File: config.mk
export PLATFORM = sky130hd
export DESIGN_NAME = round_robin_thread_scheduler
export DESIGN_NICKNAME = d
export VERILOG_FILES = /design/src/rtl/core/rrts_pkg.sv /design/src/rtl/core/rrts_ram.sv /design/src/rtl/core/rrts_scan.sv /design/src/rtl/core/round_robin_thread_scheduler.sv
export VERILOG_INCLUDE_DIRS = /design/src /design/src/rtl/core
export SDC_FILE = /design/constraint.sdc
export NUM_CORES = 1
export LEC_CHECK = 0
export BUFFER_PORTS_ARGS = -buffer_cell sky130_fd_sc_hd__buf_4
export CORE_MARGIN = 1
export CORE_UTILIZATION = 40
export DETAILED_ROUTE_END_ITERATION = 16
export GPL_TIMING_DRIVEN = 1
export PLACE_DENSITY = 0.62
export SLEW_MARGIN = 5
export SYNTH_ARGS = -nofsm -noshare
export SYNTH_HDL_FRONTEND = slang
export SYNTH_SLANG_ARGS = --single-unit
File: constraint.sdc
create_clock -name clock -period 4.8 [get_ports clock]
set_input_delay 0.48 -clock clock [delete_from_list [all_inputs] [get_ports clock]]
set_output_delay 0.48 -clock clock [all_outputs]
set_load 0.005 [all_outputs]
File: src/rtl/core/assert_macros.svh
// Assertion macros shared by the scheduler RTL.
// No dependencies; include by bare file name.
`ifndef ASSERT_MACROS_SVH
`define ASSERT_MACROS_SVH

// Plain property, clocked and disabled during reset.
`define RRTS_ASSERT(lbl, clk, rst, prop, msg) \
   lbl: assert property (@(posedge clk) disable iff (rst) prop) else $error(msg);

// Overlapping implication, clocked and disabled during reset.
`define RRTS_ASSERT_IMP(lbl, clk, rst, ante, cons, msg) \
   `RRTS_ASSERT(lbl, clk, rst, (ante) |-> (cons), msg)

`endif

File: src/rtl/core/rrts_pkg.sv
// Types, codes and sizes for the round-robin thread scheduler.
// No dependencies; imported by rrts_scan, the top level and the bench.
`timescale 1ns / 1ps

package rrts_pkg;

   localparam int MAX_THREADS = 16;
   localparam int TID_W       = $clog2(MAX_THREADS);
   localparam int CNT_W       = $clog2(MAX_THREADS + 1);
   localparam int TICK_W      = 31;
   localparam int KIND_W      = 3;
   localparam int OUT_TID_W   = 4;

   typedef enum logic [1:0] {
      TS_READY    = 2'd0,
      TS_RUNNING  = 2'd1,
      TS_SLEEPING = 2'd2,
      TS_DEAD     = 2'd3
   } tstate_type;

   typedef enum logic [KIND_W-1:0] {
      KIND_YIELD = 3'd0,
      KIND_SLEEP = 3'd1,
      KIND_EXIT  = 3'd2,
      KIND_CREATE = 3'd3,
      KIND_ENTER = 3'd4,
      KIND_LEAVE = 3'd5
   } kind_type;

   typedef enum logic [1:0] {
      STATUS_OK       = 2'd0,
      STATUS_FULL     = 2'd1,
      STATUS_NO_READY = 2'd2,
      STATUS_CRITICAL = 2'd3
   } status_type;

   typedef enum logic [1:0] {
      FSM_IDLE,
      FSM_APPLY,
      FSM_SCAN,
      FSM_FINISH
   } fsm_type;

   typedef struct packed {
      logic              start;
      logic [TID_W-1:0]  cur;
      logic [CNT_W-1:0]  count;
      logic [TICK_W-1:0] now;
   } scan_req_type;

   typedef struct packed {
      logic             done;
      logic             found;
      logic [TID_W-1:0] chosen;
      logic             rd_en;
      logic [TID_W-1:0] rd_addr;
      logic             wr_en;
      logic [TID_W-1:0] wr_addr;
      tstate_type       wr_state;
   } scan_rsp_type;

endpackage

File: src/rtl/core/rrts_ram.sv
// Generic single-port-write, single-port-read RAM with registered read.
// No dependencies.
`timescale 1ns / 1ps

module rrts_ram #(
   parameter int WIDTH = 8,
   parameter int DEPTH = 16
) (
   input  logic                     clock,
   input  logic                     wr_en,
   input  logic [$clog2(DEPTH)-1:0] wr_addr,
   input  logic [WIDTH-1:0]         wr_data,
   input  logic                     rd_en,
   input  logic [$clog2(DEPTH)-1:0] rd_addr,
   output logic [WIDTH-1:0]         rd_data
);

   logic [WIDTH-1:0] mem_ff [DEPTH];
   logic [WIDTH-1:0] rd_data_ff;

   always_ff @(posedge clock) begin
      if (wr_en) begin
         mem_ff[wr_addr] <= wr_data;
      end
      if (rd_en) begin
         rd_data_ff <= mem_ff[rd_addr];
      end
   end

   assign rd_data = rd_data_ff;

endmodule

File: src/rtl/core/rrts_scan.sv
// Switch pass: walks the thread table in round-robin order, wakes due sleepers,
// demotes the running thread and finds the next ready one. Uses rrts_pkg.
`timescale 1ns / 1ps
`include "assert_macros.svh"

module rrts_scan (
   input  logic                          clock,
   input  logic                          reset,
   input  rrts_pkg::scan_req_type        scan_req,
   input  logic [1:0]                    rd_state,
   input  logic [rrts_pkg::TICK_W-1:0]   rd_wake,
   output rrts_pkg::scan_rsp_type        scan_rsp
);

   import rrts_pkg::*;

   logic             busy_ff,       busy_in;
   logic [CNT_W-1:0] issue_cnt_ff,  issue_cnt_in;
   logic [TID_W-1:0] issue_addr_ff, issue_addr_in;
   logic             proc_valid_ff, proc_valid_in;
   logic [TID_W-1:0] proc_addr_ff,  proc_addr_in;
   logic             found_ff,      found_in;
   logic [TID_W-1:0] chosen_ff,     chosen_in;

   logic             issue_go;
   logic             done;
   tstate_type       old_st;
   tstate_type       new_st;

   function automatic logic [TID_W-1:0] wrap_inc(input logic [TID_W-1:0] a,
                                                  input logic [CNT_W-1:0] n);
      logic [CNT_W-1:0] nxt;
      nxt = CNT_W'(a) + CNT_W'(1);
      wrap_inc = (nxt >= n) ? '0 : nxt[TID_W-1:0];
   endfunction

   always_ff @(posedge clock) begin
      if (reset) begin
         busy_ff       <= 1'b0;
         issue_cnt_ff  <= '0;
         issue_addr_ff <= '0;
         proc_valid_ff <= 1'b0;
         proc_addr_ff  <= '0;
         found_ff      <= 1'b0;
         chosen_ff     <= '0;
      end else begin
         busy_ff       <= busy_in;
         issue_cnt_ff  <= issue_cnt_in;
         issue_addr_ff <= issue_addr_in;
         proc_valid_ff <= proc_valid_in;
         proc_addr_ff  <= proc_addr_in;
         found_ff      <= found_in;
         chosen_ff     <= chosen_in;
      end
   end

   always_comb begin
      issue_go = busy_ff && (issue_cnt_ff < scan_req.count);
      done     = busy_ff && !issue_go && !proc_valid_ff;

      // demote the running current thread, wake a due sleeper
      old_st = tstate_type'(rd_state);
      new_st = old_st;
      if (proc_addr_ff == scan_req.cur && old_st == TS_RUNNING) begin
         new_st = TS_READY;
      end else if (old_st == TS_SLEEPING && rd_wake <= scan_req.now) begin
         new_st = TS_READY;
      end

      busy_in       = busy_ff && !done;
      issue_cnt_in  = issue_cnt_ff;
      issue_addr_in = issue_addr_ff;
      proc_valid_in = issue_go;
      proc_addr_in  = issue_addr_ff;
      found_in      = found_ff;
      chosen_in     = chosen_ff;

      if (issue_go) begin
         issue_cnt_in  = issue_cnt_ff + CNT_W'(1);
         issue_addr_in = wrap_inc(issue_addr_ff, scan_req.count);
      end

      // first ready entry in walk order wins
      if (proc_valid_ff && new_st == TS_READY && !found_ff) begin
         found_in  = 1'b1;
         chosen_in = proc_addr_ff;
      end

      if (scan_req.start && !busy_ff) begin
         busy_in       = 1'b1;
         issue_cnt_in  = '0;
         issue_addr_in = wrap_inc(scan_req.cur, scan_req.count);
         proc_valid_in = 1'b0;
         found_in      = 1'b0;
      end

      scan_rsp.done     = done;
      scan_rsp.found    = found_ff;
      scan_rsp.chosen   = chosen_ff;
      scan_rsp.rd_en    = issue_go;
      scan_rsp.rd_addr  = issue_addr_ff;
      scan_rsp.wr_en    = proc_valid_ff && (new_st != old_st);
      scan_rsp.wr_addr  = proc_addr_ff;
      scan_rsp.wr_state = new_st;
   end

   `RRTS_ASSERT_IMP(a_proc_in_table, clock, reset, proc_valid_ff,
                    CNT_W'(proc_addr_ff) < scan_req.count, "entry outside the table")
   `RRTS_ASSERT_IMP(a_chosen_in_table, clock, reset, found_ff,
                    CNT_W'(chosen_ff) < scan_req.count, "chosen thread outside the table")
   `RRTS_ASSERT_IMP(a_done_idle, clock, reset, done, !proc_valid_ff && !issue_go,
                    "pass ended with beats in flight")

endmodule

File: src/rtl/core/round_robin_thread_scheduler.sv
// Top level of the round-robin thread scheduler with per-thread sleep timers.
// Items with no switch give their result from the apply state; a switch first
// runs a pass over the table, one entry a cycle, and gives it from the finish state.
// A new item is taken only while idle; busy stays high until the result cycle.
// Reset clears count, current thread and critical flag; table RAMs hold junk
// until written, and no result is ever held off by the receiver.
`timescale 1ns / 1ps
`include "assert_macros.svh"

module round_robin_thread_scheduler (
   input  logic                             clock,
   input  logic                             reset,
   input  logic                             start,
   output logic                             busy,
   input  logic [rrts_pkg::KIND_W-1:0]      req_kind,
   input  logic [rrts_pkg::TICK_W-1:0]      req_now_tick,
   input  logic [rrts_pkg::TICK_W-1:0]      req_sleep_ticks,
   output logic                             rsp_valid,
   output logic [rrts_pkg::OUT_TID_W-1:0]   rsp_running_thread,
   output logic [rrts_pkg::OUT_TID_W-1:0]   rsp_new_thread,
   output logic [1:0]                       rsp_status
);

   import rrts_pkg::*;

   fsm_type               fsm_ff,     fsm_in;
   logic [CNT_W-1:0]      count_ff,   count_in;
   logic [TID_W-1:0]      current_ff, current_in;
   logic                  crit_ff,    crit_in;
   logic [KIND_W-1:0]     kind_ff;
   logic [TICK_W-1:0]     now_ff;
   logic [TICK_W-1:0]     ticks_ff;
   logic                  rsp_valid_ff, rsp_valid_in;
   logic [OUT_TID_W-1:0]  rsp_run_ff,   rsp_run_in;
   logic [OUT_TID_W-1:0]  rsp_new_ff,   rsp_new_in;
   status_type            rsp_stat_ff,  rsp_stat_in;

   logic                  accept;
   logic [TICK_W:0]       wake_sum;
   logic [TICK_W-1:0]     wake_sat;

   logic                  st_wr_en;
   logic [TID_W-1:0]      st_wr_addr;
   tstate_type            st_wr_data;
   logic [1:0]            st_rd_data;
   logic                  wk_wr_en;
   logic [TICK_W-1:0]     wk_rd_data;

   scan_req_type          scan_req;
   scan_rsp_type          scan_rsp;

   assign accept = start && !busy;
   assign busy   = (fsm_ff != FSM_IDLE);

   // saturating deadline
   assign wake_sum = {1'b0, now_ff} + {1'b0, ticks_ff};
   assign wake_sat = wake_sum[TICK_W] ? '1 : wake_sum[TICK_W-1:0];

   always_ff @(posedge clock) begin
      if (reset) begin
         fsm_ff       <= FSM_IDLE;
         count_ff     <= '0;
         current_ff   <= '0;
         crit_ff      <= 1'b0;
         rsp_valid_ff <= 1'b0;
      end else begin
         fsm_ff       <= fsm_in;
         count_ff     <= count_in;
         current_ff   <= current_in;
         crit_ff      <= crit_in;
         rsp_valid_ff <= rsp_valid_in;
      end
   end

   always_ff @(posedge clock) begin
      if (accept) begin
         kind_ff  <= req_kind;
         now_ff   <= req_now_tick;
         ticks_ff <= req_sleep_ticks;
      end
      rsp_run_ff  <= rsp_run_in;
      rsp_new_ff  <= rsp_new_in;
      rsp_stat_ff <= rsp_stat_in;
   end

   always_comb begin
      fsm_in       = fsm_ff;
      count_in     = count_ff;
      current_in   = current_ff;
      crit_in      = crit_ff;
      rsp_valid_in = 1'b0;
      rsp_run_in   = rsp_run_ff;
      rsp_new_in   = rsp_new_ff;
      rsp_stat_in  = rsp_stat_ff;
      st_wr_en     = 1'b0;
      st_wr_addr   = current_ff;
      st_wr_data   = TS_READY;
      wk_wr_en     = 1'b0;

      scan_req.start = 1'b0;
      scan_req.cur   = current_ff;
      scan_req.count = count_ff;
      scan_req.now   = now_ff;

      case (fsm_ff)
         FSM_IDLE: begin
            if (accept) begin
               fsm_in = FSM_APPLY;
            end
         end
         FSM_APPLY: begin
            fsm_in       = FSM_IDLE;
            rsp_valid_in = 1'b1;
            rsp_new_in   = '0;
            rsp_stat_in  = STATUS_OK;
            case (kind_ff)
               KIND_YIELD, KIND_SLEEP, KIND_EXIT: begin
                  if (count_ff == '0) begin
                     rsp_stat_in = STATUS_NO_READY;
                  end else begin
                     if (kind_ff == KIND_SLEEP) begin
                        st_wr_en   = 1'b1;
                        st_wr_data = TS_SLEEPING;
                        wk_wr_en   = 1'b1;
                     end else if (kind_ff == KIND_EXIT) begin
                        st_wr_en   = 1'b1;
                        st_wr_data = TS_DEAD;
                     end
                     if (crit_ff) begin
                        rsp_stat_in = STATUS_CRITICAL;
                     end else begin
                        // hold the result until the pass is through
                        rsp_valid_in   = 1'b0;
                        scan_req.start = 1'b1;
                        fsm_in         = FSM_SCAN;
                     end
                  end
               end
               KIND_CREATE: begin
                  if (count_ff >= CNT_W'(MAX_THREADS)) begin
                     rsp_stat_in = STATUS_FULL;
                  end else begin
                     st_wr_en   = 1'b1;
                     st_wr_addr = count_ff[TID_W-1:0];
                     st_wr_data = (count_ff == '0) ? TS_RUNNING : TS_READY;
                     rsp_new_in = OUT_TID_W'(count_ff);
                     count_in   = count_ff + CNT_W'(1);
                  end
               end
               KIND_ENTER: begin
                  crit_in = 1'b1;
               end
               KIND_LEAVE: begin
                  crit_in = 1'b0;
               end
               default: begin
               end
            endcase
            rsp_run_in = OUT_TID_W'(current_ff);
         end
         FSM_SCAN: begin
            st_wr_en   = scan_rsp.wr_en;
            st_wr_addr = scan_rsp.wr_addr;
            st_wr_data = scan_rsp.wr_state;
            if (scan_rsp.done) begin
               fsm_in = FSM_FINISH;
            end
         end
         FSM_FINISH: begin
            fsm_in       = FSM_IDLE;
            rsp_valid_in = 1'b1;
            rsp_new_in   = '0;
            if (scan_rsp.found) begin
               st_wr_en    = 1'b1;
               st_wr_addr  = scan_rsp.chosen;
               st_wr_data  = TS_RUNNING;
               current_in  = scan_rsp.chosen;
               rsp_stat_in = STATUS_OK;
               rsp_run_in  = OUT_TID_W'(scan_rsp.chosen);
            end else begin
               rsp_stat_in = STATUS_NO_READY;
               rsp_run_in  = OUT_TID_W'(current_ff);
            end
         end
         default: begin
            fsm_in = FSM_IDLE;
         end
      endcase
   end

   rrts_ram #(
      .WIDTH (2),
      .DEPTH (MAX_THREADS)
   ) u_state_ram (
      .clock   (clock),
      .wr_en   (st_wr_en),
      .wr_addr (st_wr_addr),
      .wr_data (st_wr_data),
      .rd_en   (scan_rsp.rd_en),
      .rd_addr (scan_rsp.rd_addr),
      .rd_data (st_rd_data)
   );

   rrts_ram #(
      .WIDTH (TICK_W),
      .DEPTH (MAX_THREADS)
   ) u_wake_ram (
      .clock   (clock),
      .wr_en   (wk_wr_en),
      .wr_addr (current_ff),
      .wr_data (wake_sat),
      .rd_en   (scan_rsp.rd_en),
      .rd_addr (scan_rsp.rd_addr),
      .rd_data (wk_rd_data)
   );

   rrts_scan u_scan (
      .clock    (clock),
      .reset    (reset),
      .scan_req (scan_req),
      .rd_state (st_rd_data),
      .rd_wake  (wk_rd_data),
      .scan_rsp (scan_rsp)
   );

   assign rsp_valid          = rsp_valid_ff;
   assign rsp_running_thread = rsp_run_ff;
   assign rsp_new_thread     = rsp_new_ff;
   assign rsp_status         = rsp_stat_ff;

   `RRTS_ASSERT_IMP(a_current_in_table, clock, reset, count_ff != '0,
                    CNT_W'(current_ff) < count_ff, "current thread outside the table")
   `RRTS_ASSERT_IMP(a_no_write_idle, clock, reset, fsm_ff == FSM_IDLE,
                    !st_wr_en && !wk_wr_en, "table written while idle")
   `RRTS_ASSERT_IMP(a_beat_after_work, clock, reset, rsp_valid_ff,
                    $past(busy), "result beat without work")

endmodule

==> flow_metrics.tcl, run 1 <==
set metrics [dict create \
    setup_viol 0 \
    io_buffers 79 \
    clk_path_buf_depth 3 \
    antenna_found_initial 2 \
    hold_depth 1 \
    relSlewSlack_pct 20.9 \
    ir_drop_v 0.000287 \
    grt_max_degree 73 \
    synth_edf_count 636 \
    grt_pass1_vias 15000 \
    dp_worst_setup_slack_ns 0.941 \
    async_reset_ff_share_pct 0 \
    syn_nets 1700 \
    cp-start-kind "flop" \
    drive_above_1_share_pct 24.3 \
    cts.clk_slew.worst_paths_ns 0.06 \
    fin_hold_ws_ns 0.0442 \
    ctsResizeCount 0 \
    grtUsageTotal_pct 19.0 \
    max_freq_mhz 260 \
    path_class "reg2reg" \
    routed.top_layer "met5" \
    crit_arrival_ns 3.98 \
    worstHoldPathType "in2reg" \
    cts_tree "done" \
    insertion_delay_ns 0.61 \
    ys_ff_latch 669 \
    status "finished, final reports clean" \
    post-route-min-period_ns 3.85 \
    ant_nets 0 \
    drt_pass1_iterations 6 \
    wl_per_cell_um 25.2 \
    ios 80 \
    clock-sinks 669 \
    wl_met1_mm 28.9 \
    vias 14900 \
    synth_seq_area_share_pct 70.2 \
    fin_cells 2653 \
    fp.dieH_um 267 \
    dpl.hpwl_mm 38.1 \
    cts_made_buffers 70 \
    ys_warn_count 0 \
    viasPerCell 5.62 \
    ff2ff_path_depth 10 \
    root_buffer "clkbuf_16" \
    end_kind "flop" \
    slew_violations 0 \
    grt-ovfl-total 0 \
    rsz0062_at_grt "no" \
    dieWidth_um 267 \
    grt_pass1_wl_mm 98.4 \
    h-tree-depth 3 \
    synth_cell_types 70 \
    setup_slack_ns 0.947 \
    syn_to_final_growth_pct 14.5 \
    die_area_sq_um 71500 \
    nNetsFinal 1821 \
    clock_skew_ns 0.0248 \
    min_period_over_period_pct 80.3 \
    worst-path-max-fanout 18 \
    p_per_area_nw_per_um2 387 \
    wl_met2_mm 32.7 \
    setup_tns_ns 0 \
    postCtsSetupBuffers 0 \
    post-place-cells 2527 \
    initial_core_util_pct 40.8 \
    cap_violations 0 \
    synthCells 1547 \
    synth_area_per_cell_sq_um 18.2 \
    place_congestion 0.801 \
    wirelength_mm 66.8 \
    final_util_pct 46.7 \
    drt_iter0_drc 1416 \
    worst_pin_slew_ns 1.18 \
    drc 0 \
    row_count 96 \
    finalHoldViolations 0 \
    netlist_area_sq_um 28200 \
    core_area_sq_um 69100 \
    synth-main-ff-cell "edfxtp_1" \
    worst_ep_required_time_ns 4.93 \
    power.leakage_nw 10.4 \
    met3_wirelength_mm 3.82 \
    holdBufCountCts 0 \
]
-- Yosys cell counts (7+ instances only) --
cell type    n  share of area, %
buf_1        7             0.093
edfxtp_1   636                68
nand3_1     16              0.28
dfxtp_1     33               2.3
nor2_1      68              0.91
nand2_1     47              0.63
o21a_1       8              0.21
inv_1       59              0.79
nand2b_1    19              0.42
a21o_1      28              0.75
clkbuf_1    45              0.60
nand4_1     13              0.29
o21ai_0     31              0.55
nor3_1      25              0.44
a21oi_1     53              0.94
o211ai_1    27              0.72
and3_1       8              0.18
o221ai_1     8              0.25
ha_1        84               3.7
mux4_2     165                13
buf_2       11              0.20
xor2_1      19              0.59
xnor2_1     14              0.44
mux2i_1     10              0.36
nor2b_1     24              0.53
-- path summary, 6_finish.rpt --
check | from | end | slack [ns]
worst max-delay path | now_ff[1] | u_wake_ram.mem_ff[14][13] | 0.95
worst min-delay path | req_sleep_ticks[8] | ticks_ff[8] | 0.04
worst max register to register | now_ff[1] | u_wake_ram.mem_ff[14][13] | 0.95
worst min register to register | count_ff[2] | count_ff[4] | 0.51
-- cell type report --
type	instances	area, sq um
repair buffers	112	891
clock buffers	86	1890
diodes	1	2.50
clock inverters	39	267
well taps	931	1160
inverters	60	225
multi-input cells	755	8050
flip-flops and latches	669	19800
fillers	5788	36800
-- per-layer routing --
metal / track usage [%] / vias up
li1: - / 6519
met1: 26.4 / 7816
met2: 31.1 / 470
met3: 2.80 / 97
met4: 5.73 / 2
met5: 0 / -
-- sequential cells by signal, summed over array words and instances (netlist names), named ones only --
name / cells
rsp_new_thread: 4
u_scan.issue_addr_ff: 4
u_wake_ram.mem_ff: 496
rsp_running_thread: 4
u_state_ram.mem_ff: 32
count_ff: 5
u_scan.proc_addr_ff: 4
u_scan.found_ff: 1
u_scan.proc_valid_ff: 1
rsp_valid: 1
now_ff: 31
crit_ff: 1
current_ff: 4
u_wake_ram.rd_data: 31
u_scan.chosen_ff: 4
u_scan.busy_ff: 1
kind_ff: 3
rsp_status: 2
u_scan.issue_cnt_ff: 5
ticks_ff: 31
fsm_ff: 1
u_state_ram.rd_data: 2
-- report_power, final --
group / internal, mW / switching [mW]
clock network: 2.91 / 2.22
logic: 0.205 / 0.496
registers: 6.63 / 0.0295
-- layout by cell type, fill, tap and decap left out, types with 21 or more instances in the layout --
| cell | instances |
|---|---|
| ha_1 | 84 |
| edfxtp_1 | 636 |
| a21oi_1 | 52 |
| inv_1 | 57 |
| o21ai_0 | 30 |
| dfxtp_1 | 29 |
| a21o_1 | 28 |
| o211ai_1 | 27 |
| buf_4 | 108 |
| nor2_1 | 56 |
| nor3_1 | 21 |
| clkbuf_16 | 73 |
| nand2_1 | 47 |
| mux4_2 | 165 |
| nor2b_1 | 24 |
-- cell families after synthesis --
family | Yosys count | synth area share [%]
AOI/OAI and AO/OA | 200 | 4.90
xor gates and xnor gates | 33 | 1.03
adders and majority gates | 85 | 3.80
buffers and inverters | 123 | 1.69
DFF | 669 | 70.2
muxes | 177 | 13.6
and+or+nand+nor | 260 | 4.77
-- metrics by stage --
stage          power [mW]  instance area (sq um)
4_1_cts              12.6                  32200
6_report             12.5                  32200
3_5_place_dp         7.48                  30100
3_3_place_gp         7.45                  30100
5_1_grt              12.9                  32200
2_1_floorplan        7.19                  28200
-- worst max-delay path, stage by stage (launching register included) --
cell and delay, ns:
edfxtp_1 0.39, ha_1 0.30, a21oi_1 0.20, nor2_1 0.10, o311a_1 0.37, o211ai_1 0.48, o41a_1 0.29, nand2_1 0.16
a21oi_4 0.16, buf_4 0.34, o221ai_1 0.56
Note: power is estimated with default switching activity, not from simulation.
==> run 2, diff against run 1 <==
Settings changed: ABC_AREA from default to 1.
Clock period 4.8 ns to 4 ns, I/O delays scaled along.
==> flow_metrics.tcl, run 2 <==
set metrics [dict create \
    status "finished, final reports clean" \
    p_sw_share_pct 22.2 \
    fp.dieH_um 270 \
    vias 19700 \
    fillers 6165 \
    io_buffers 79 \
    place_congestion 0.875 \
    crit_arrival_ns 3.68 \
    setup_tns_ns 0 \
    diodes 0 \
    pwr-share-seq_pct 51.3 \
    min_period_over_period_pct 84.7 \
    p_switching_mw 3.45 \
    synth-main-ff-cell "edfxtp_1" \
    ios 80 \
    nNetsFinal 2677 \
    wirelength_mm 78.2 \
    post-place-cells 3325 \
    grt-ovfl-total 0 \
    worst_ep_required_time_ns 4.29 \
    synth_cell_types 44 \
    cts_tree "done" \
    ys_ff_latch 669 \
    insertion_delay_ns 0.62 \
    viasPerCell 5.60 \
    path_class "reg2reg" \
    cap_violations 0 \
    netlist_top_cells_area "edfxtp_1 66%, o21ai_0 5.1%, nor2_1 4.7%" \
    final_common_cell "edfxtp_1" \
    setup_slack_ns 0.613 \
    drt_iter0_drc 1865 \
    rsz0062_at_grt "no" \
    finalHoldViolations 0 \
    core_area_sq_um 70500 \
    fin_cells 3521 \
    cp-start-kind "flop" \
    netlist.area_leader.share_pct 66.5 \
    grt_pass1_vias 19600 \
    hold_depth 3 \
    dp_worst_setup_slack_ns 0.555 \
    power.leakage_nw 11.8 \
    regToRegEndpoint "u_state_ram.mem_ff[14][0]" \
    holdPathEnd "fsm_ff[0]" \
    wl_per_cell_um 22.2 \
    p_int_mw 12.1 \
    clock_power_share_pct 42.6 \
    largest_register_ff_count 496 \
    root_buffer "clkbuf_16" \
    postCtsSetupBuffers 0 \
    ys_warn_count 0 \
    async_reset_ff_share_pct 0 \
    syn_to_final_growth_pct 17.0 \
    synth_area_per_cell_sq_um 12.0 \
    clk_path_buf_depth 3 \
    p_comb_share_pct 6.1 \
    largestRegisters "u_wake_ram.mem_ff (496), u_state_ram.mem_ff (32)" \
    cts_made_buffers 72 \
    fin_hold_ws_ns 0.0863 \
    clock_skew_ns 0.0188 \
    grt_max_degree 250 \
    max_freq_mhz 295 \
    finalPower_mw 15.6 \
    worst_pin_slew_ns 1.22 \
    rr_startpoint "now_ff[14]" \
    clock-sinks 669 \
    synthCells 2386 \
    ctsResizeCount 0 \
    r2r_slack_ns 0.61 \
    p_per_area_nw_per_um2 463 \
    h-tree-depth 3 \
    row_count 97 \
    drive_above_1_share_pct 10.9 \
    die_area_sq_um 72900 \
    yosysMostFrequentCell "edfxtp_1" \
    dpl.hpwl_mm 44.7 \
    antenna_found_initial 0 \
    relSlewSlack_pct 19.0 \
    top_register "u_wake_ram.mem_ff" \
    worstHoldPathType "in2reg" \
    netlist_area_sq_um 28700 \
    grtUsageTotal_pct 21.0 \
    drt_pass1_iterations 6 \
    cts.clk_slew.worst_paths_ns 0.06 \
    grt_pass1_wl_mm 116 \
    drc 0 \
    ant_nets 0 \
    end_kind "flop" \
    initial_core_util_pct 40.7 \
    synth_edf_count 636 \
    worst-path-max-fanout 16 \
    ff2ff_path_depth 12 \
    post-route-min-period_ns 3.39 \
    dieWidth_um 270 \
    worstHoldStart "start" \
    layout_common_cells "636 x edfxtp_1, 339 x nor2_1, 293 x o21ai_0, 243 x nand2_1, 141 x inv_1" \
    ir_drop_v 0.000352 \
    synth_commonest_cells "636 x edfxtp_1, 357 x nor2_1, 294 x o21ai_0" \
    yosysTopAreaCell "edfxtp_1" \
    slew_violations 0 \
    synth_seq_area_share_pct 68.8 \
    setup_viol 0 \
    syn_nets 2539 \
]
[run 2: final cells by class]
class	count	area, sq um	share of cell area, %
flip-flops and latches	669	19800	58.8
multi-input cells	1446	8040	23.9
clock buffers	90	1980	5.88
repair buffers	184	1710	5.08
well taps	940	1180	3.50
inverters	151	572	1.70
clock inverters	41	368	1.09
[run 2: kinds of logic (layout without fill, tap and decap cells)]
kind of cell	count (synthesis)	after routing	share of synthesized area, %
AND/OR/NAND/NOR	754	754	10.9
buffers and inverters	271	466	3.68
adder cells (fa/ha/maj)	85	85	3.73
AO/OA/AOI/OAI	590	590	12.4
XOR/XNOR	17	17	0.518
flip-flops	669	669	68.8
[run 2: per-layer routing]
layer	GRT usage (%)	routed length (um)	vias to the layer above
met2	35.5	38200	821
met4	7.06	1930	0
met3	3.30	5650	133
met5	0	0	-
li1	-	-	9019
met1	27.5	32400	9745
[run 2: power groups by stage]
stage	registers [mW]	logic [mW]	clock network, mW
3_5_place_dp	8.14	0.882	0
3_3_place_gp	8.14	0.861	0
4_1_cts	7.99	0.942	6.73
6_report	7.99	0.952	6.63
5_1_grt	7.99	1.04	6.99
2_1_floorplan	8.12	0.515	0
[run 2: what timing repair did]
action | CTS | global route
endpoints found under the hold margin | 65 | 0
hold buffers | 65 | 0
setup endpoints to repair | 0 | 0
[run 2: stage by stage]
step | utilization [%] | instance area (sq um)
final | 47.7 | 33600
after global routing | 47.7 | 33600
after CTS | 47.7 | 33600
after detailed placement | 43.4 | 30600
after global placement | 43.4 | 30600
after floorplan | - | 28700
[run 2: worst max-delay path by stage]
stage	start	cells past startpoint	slack, ns	endpoint
floorplan	fsm_ff[0]	3	0.20	kind_ff[0]
global placement	now_ff[14]	12	0.64	u_state_ram.mem_ff[7][0]
detailed placement	now_ff[14]	12	0.56	u_state_ram.mem_ff[3][1]
CTS	now_ff[14]	12	0.47	u_state_ram.mem_ff[14][0]
global route	now_ff[14]	12	0.31	u_state_ram.mem_ff[14][0]
finish	now_ff[14]	12	0.61	u_state_ram.mem_ff[14][0]
[run 2: worst max-delay path, stage by stage, from the launching register on]
cell and delay (ns):
edfxtp_1 0.36, inv_1 0.05, ha_1 0.29, nand2_1 0.07, nor2_1 0.17, inv_1 0.08
nor4_1 0.70, nand2_1 0.11, nand2_1 0.28, nand2_1 0.13, nand2_1 0.08, nand2_1 0.35
a21oi_1 0.38
